===== src/rtl/rv32ie_ram.sv =====
// Generic single-write, single-read RAM with registered read data.
`timescale 1ns / 1ps
module rv32ie_ram #(
    parameter int W = 8,
    parameter int D = 256
) (
    input  logic                 i_clk,
    input  logic                 i_we,
    input  logic [$clog2(D)-1:0] i_waddr,
    input  logic [W-1:0]         i_wdata,
    input  logic                 i_re,
    input  logic [$clog2(D)-1:0] i_raddr,
    output logic [W-1:0]         o_rdata
);
    logic [W-1:0] r_mem [D];
    logic [W-1:0] r_q;

    always_ff @(posedge i_clk) begin
        if (i_we) begin
            r_mem[i_waddr] <= i_wdata;
        end
        if (i_re) begin
            r_q <= r_mem[i_raddr];
        end
    end

    assign o_rdata = r_q;
endmodule


===== config.mk =====
export PLATFORM = sky130hd
export DESIGN_NAME = rv32ie_ram
export DESIGN_NICKNAME = d
export VERILOG_FILES = /design/src/rtl/rv32ie_ram.sv
export SDC_FILE = /design/constraint.sdc
export NUM_CORES = 2
export LEC_CHECK = 0
export BUFFER_PORTS_ARGS = -buffer_cell sky130_fd_sc_hd__buf_2
export CORE_MARGIN = 8
export CORE_UTILIZATION = 30
export DETAILED_ROUTE_END_ITERATION = 8
export PLACE_DENSITY = 0.47
export REMOVE_ABC_BUFFERS = 1
export SLEW_MARGIN = 20
export SYNTH_ARGS = -nofsm -noshare
export SYNTH_HDL_FRONTEND = slang
export SYNTH_SLANG_ARGS = --single-unit

===== constraint.sdc =====
create_clock -name i_clk -period 3.99 [get_ports i_clk]
set_input_delay 0.1995 -clock i_clk [delete_from_list [all_inputs] [get_ports i_clk]]
set_output_delay 0.1995 -clock i_clk [all_outputs]
set_load 0.05 [all_outputs]

==> impl_results.md <==
* Cell count after synthesis at 3733
* Endpoints failing hold at 0
* Crit path capture type: register
* CP peak stage delay at 1.00 ns
* Startpoint Class: input pin
* GR Overflow Total at 0
* Synthesis-stage register bit count at 2056
* Drc violations at 0
* Hold slack at 0.08960 ns
* Crit share post-route at 74.26%
* Routed wire length at 222000 um
* Core Region at 0.2646 sq mm
* Iteration-0 DRC Markers at 3481
* Final setup viols at 0
* Fin. max-slew vios at 0
* Synth-to-layout area growth at 16.21%
* Mapped Avg Cell Area at 21.33 sq um
* Global-route wire length before repair at 314200 um
* RSZ-0062 raised after global routing: false
* Post-DRT Antenna Nets at 0
* Bufs and invs on worst path at 3
* Port bufs at 34
* Via Count at 38950
* Avg Vias per Cell at 5.013
* Total CTS buffers at 211
* Worst-margin pin slew at 1.089 ns
* GRT Overall Usage at 15.45%
* Pwr Total at 45.70 mW
* EDFF count, synth at 2056
* Power Density at 493.8 mW/mm^2
* Critical Path Most Common Cell: buf_4
* Seq/Total Area, Yosys at 77.53%
* FILL cells at 24580
* Ys Warns at 0
* Top routing layer in use: met5
* Post-synth ARST share at 0%
* Synthesized cell area at 0.07964 sq mm
* Clock tree buffer depth at 3
* Data required, critical path at 4.57 ns
* Post-route setup TNS at 0 ns
* Delay-heaviest family, CP: simple AND/OR/NAND/NOR gates
* Die width at 531.2 um
* Worst vdd ir at 424.5 uV
* Placer Congestion at 0.7993
* Clock transition at the registers of the reported paths at 0.06 ns
* Die Ht at 531.2 um
* Die ar. at 0.2822 sq mm
* Clock Tree Root: clkbuf_16
* Arr. time, crit path at 3.54 ns
* Crit path cell chain: buf_4, buf_4, nand3b_1, o22ai_1, o21ai_0, nand3_1, nor4_1, buf_4, nor4_1
* Vias in the first global route at 40050
* TritonCTS clock tree: done
* Layout cells sized above 1 at 26.38%
* Drt pass-1 iters at 7
* Leakage power at 28.47 nW
* I/O Pins at 35
* Detailed-routed wire length on met2 at 107400 um
* Post-Place Setup Slack at 0.2079 ns
* Initial core utilization at 30.09%
* Max_cap viols at 0
* Initial antenna violation count at 12
* Sink Count at 2056
* CP max FO at 26
* Final worst slack at 1.027 ns
* Worst slew margin at 26.75%
* DR WL/cell at 28.57 um
* Post-cts sizing count at 0
* Fmax at 337.5 MHz
* Top_reg_cell synth: edfxtp_1
* Rows at 189
* Yosys cell types at 54
* H-tree lvl count at 4
* Outcome: completed
* Hpwl dp at 138400 um
* Metal-1 WL at 99890 um
* Pin count of the biggest net entering global routing at 128
* Hold Crit Class: in2reg
* Met3 Wirelength at 9915 um
* Clk_lat worst skew at 0.84 ns
* Clock skew at 0.02675 ns
* Final min period at 2.963 ns
* Final-stage net count at 4081
* Critical path class: in2reg
* Crit-path slowest cell: nor4_1
[state kept, by name, summed over array words and instances (netlist names)]
signal,cells
o_rdata,8
r_mem,2048
[cell families (layout without fill, tap and decap cells)]
| group | Yosys count | in the layout | synth area share, % |
|---|---|---|---|
| AOI/OAI and AO/OA | 385 | 385 | 3.416 |
| buffers and inverters | 235 | 736 | 1.829 |
| DFF | 2056 | 2056 | 77.53 |
| muxes | 591 | 591 | 14.60 |
| other | 0 | 3 | 0 |
| and+or+nand+nor | 466 | 466 | 2.625 |
[synthesized netlist by cell type, types with 28 or more instances]
| cell type | number | area (sq um) |
|---|---|---|
| nand3_1 | 34 | 170.2 |
| edfxtp_1 | 2056 | 61740 |
| nor2b_1 | 31 | 193.9 |
| nor2_1 | 282 | 1059 |
| nand2_1 | 33 | 123.9 |
| o22ai_1 | 28 | 175.2 |
| clkbuf_1 | 111 | 416.7 |
| a22oi_1 | 133 | 998.5 |
| mux4_2 | 454 | 10220 |
| mux2i_1 | 134 | 1341 |
| a21oi_1 | 96 | 480.5 |
| buf_2 | 31 | 155.2 |
| o221ai_1 | 46 | 402.9 |
[power by group]
| group | switching [mW] | internal (mW) | total (mW) |
|---|---|---|---|
| sequential | 0.0361 | 23.8 | 23.9 |
| clock | 8.35 | 11.1 | 19.5 |
| combinational | 1.54 | 0.813 | 2.35 |
[layout by cell type, fill, tap and decap left out, drive strengths merged, types with 3 or more instances in the layout]
cell type    netlist  layout
clkinvlp           0       7
a211oi            16      16
mux4             456     456
nand3             34      34
nor2b             31      31
a2111oi            5       5
nand2             33      33
nand2b             8       8
nor4              27      27
inv                1       9
dlygate4sd3        0      11
a21oi             96      96
o22a               5       5
or2                4       4
bufinv             0      20
edfxtp          2056    2056
o21ai             12      12
o211ai            10      10
o221ai            47      47
clkinv             1     105
nand4             10      10
diode              0       3
o22ai             28      28
nor2             282     282
a22oi            133     133
o32ai              5       5
clkbuf           111     254
a22o               8       8
nor3              22      22
buf              122     330
mux2i            134     134
and2               6       6
a221oi            14      14
[final cells by class]
cell class | count | area (sq um) | share of cell area, %
multi-input cells | 1442 | 16540 | 17.87
inverters | 2 | 7.507 | 0.008112
clock buffers | 254 | 5527 | 5.972
clock inverters | 139 | 1240 | 1.340
well taps | 3533 | 4420 | 4.777
repair buffers | 341 | 3065 | 3.312
flip-flops and latches | 2056 | 61740 | 66.71
diodes | 3 | 7.507 | 0.008112
[worst reg2reg max path: stages, from the launching register on]
cell and delay (ns):
edfxtp_1 0.36, mux4_2 0.50, a22o_1 0.28, a221oi_1 0.24, o221ai_1 0.31, a211oi_1 0.65, buf_4 0.26, nor4_1 0.06
[final timing paths]
kind | endpoint | slack [ns] | start | depth (start not counted)
max | o_rdata[4] | 1.03 | i_raddr[3] | 9
min | r_mem[167][4] | 0.09 | i_waddr[1] | 4
max reg2reg | o_rdata[5] | 1.08 | r_mem[27][5] | 7
min reg2reg | o_rdata[0] | 1.27 | r_mem[30][0] | 6
[routing by layer]
| layer | global-route usage (%) | up-vias |
|---|---|---|
| met1 | 21.94 | 21240 |
| met3 | 2.195 | 283 |
| li1 | - | 16400 |
| met5 | 0 | - |
| met4 | 3.484 | 2 |
| met2 | 25.31 | 1028 |
[through the flow]
step | util [%] | instance area [sq um] | std cells
final | 34.97 | 92550 | 7770
after floorplan | - | 78190 | 3500
after global placement | 32.36 | 85630 | 7361
after global routing | 34.97 | 92540 | 7768
after detailed placement | 32.37 | 85660 | 7363
after CTS | 34.97 | 92540 | 7767
[repair_timing]
item,in CTS,in global routing
buffers inserted,0,0
endpoints found under the hold margin,564,0
setup endpoints to repair,0,0
hold buffers,11,0
(Power assumes the default switching activity.)
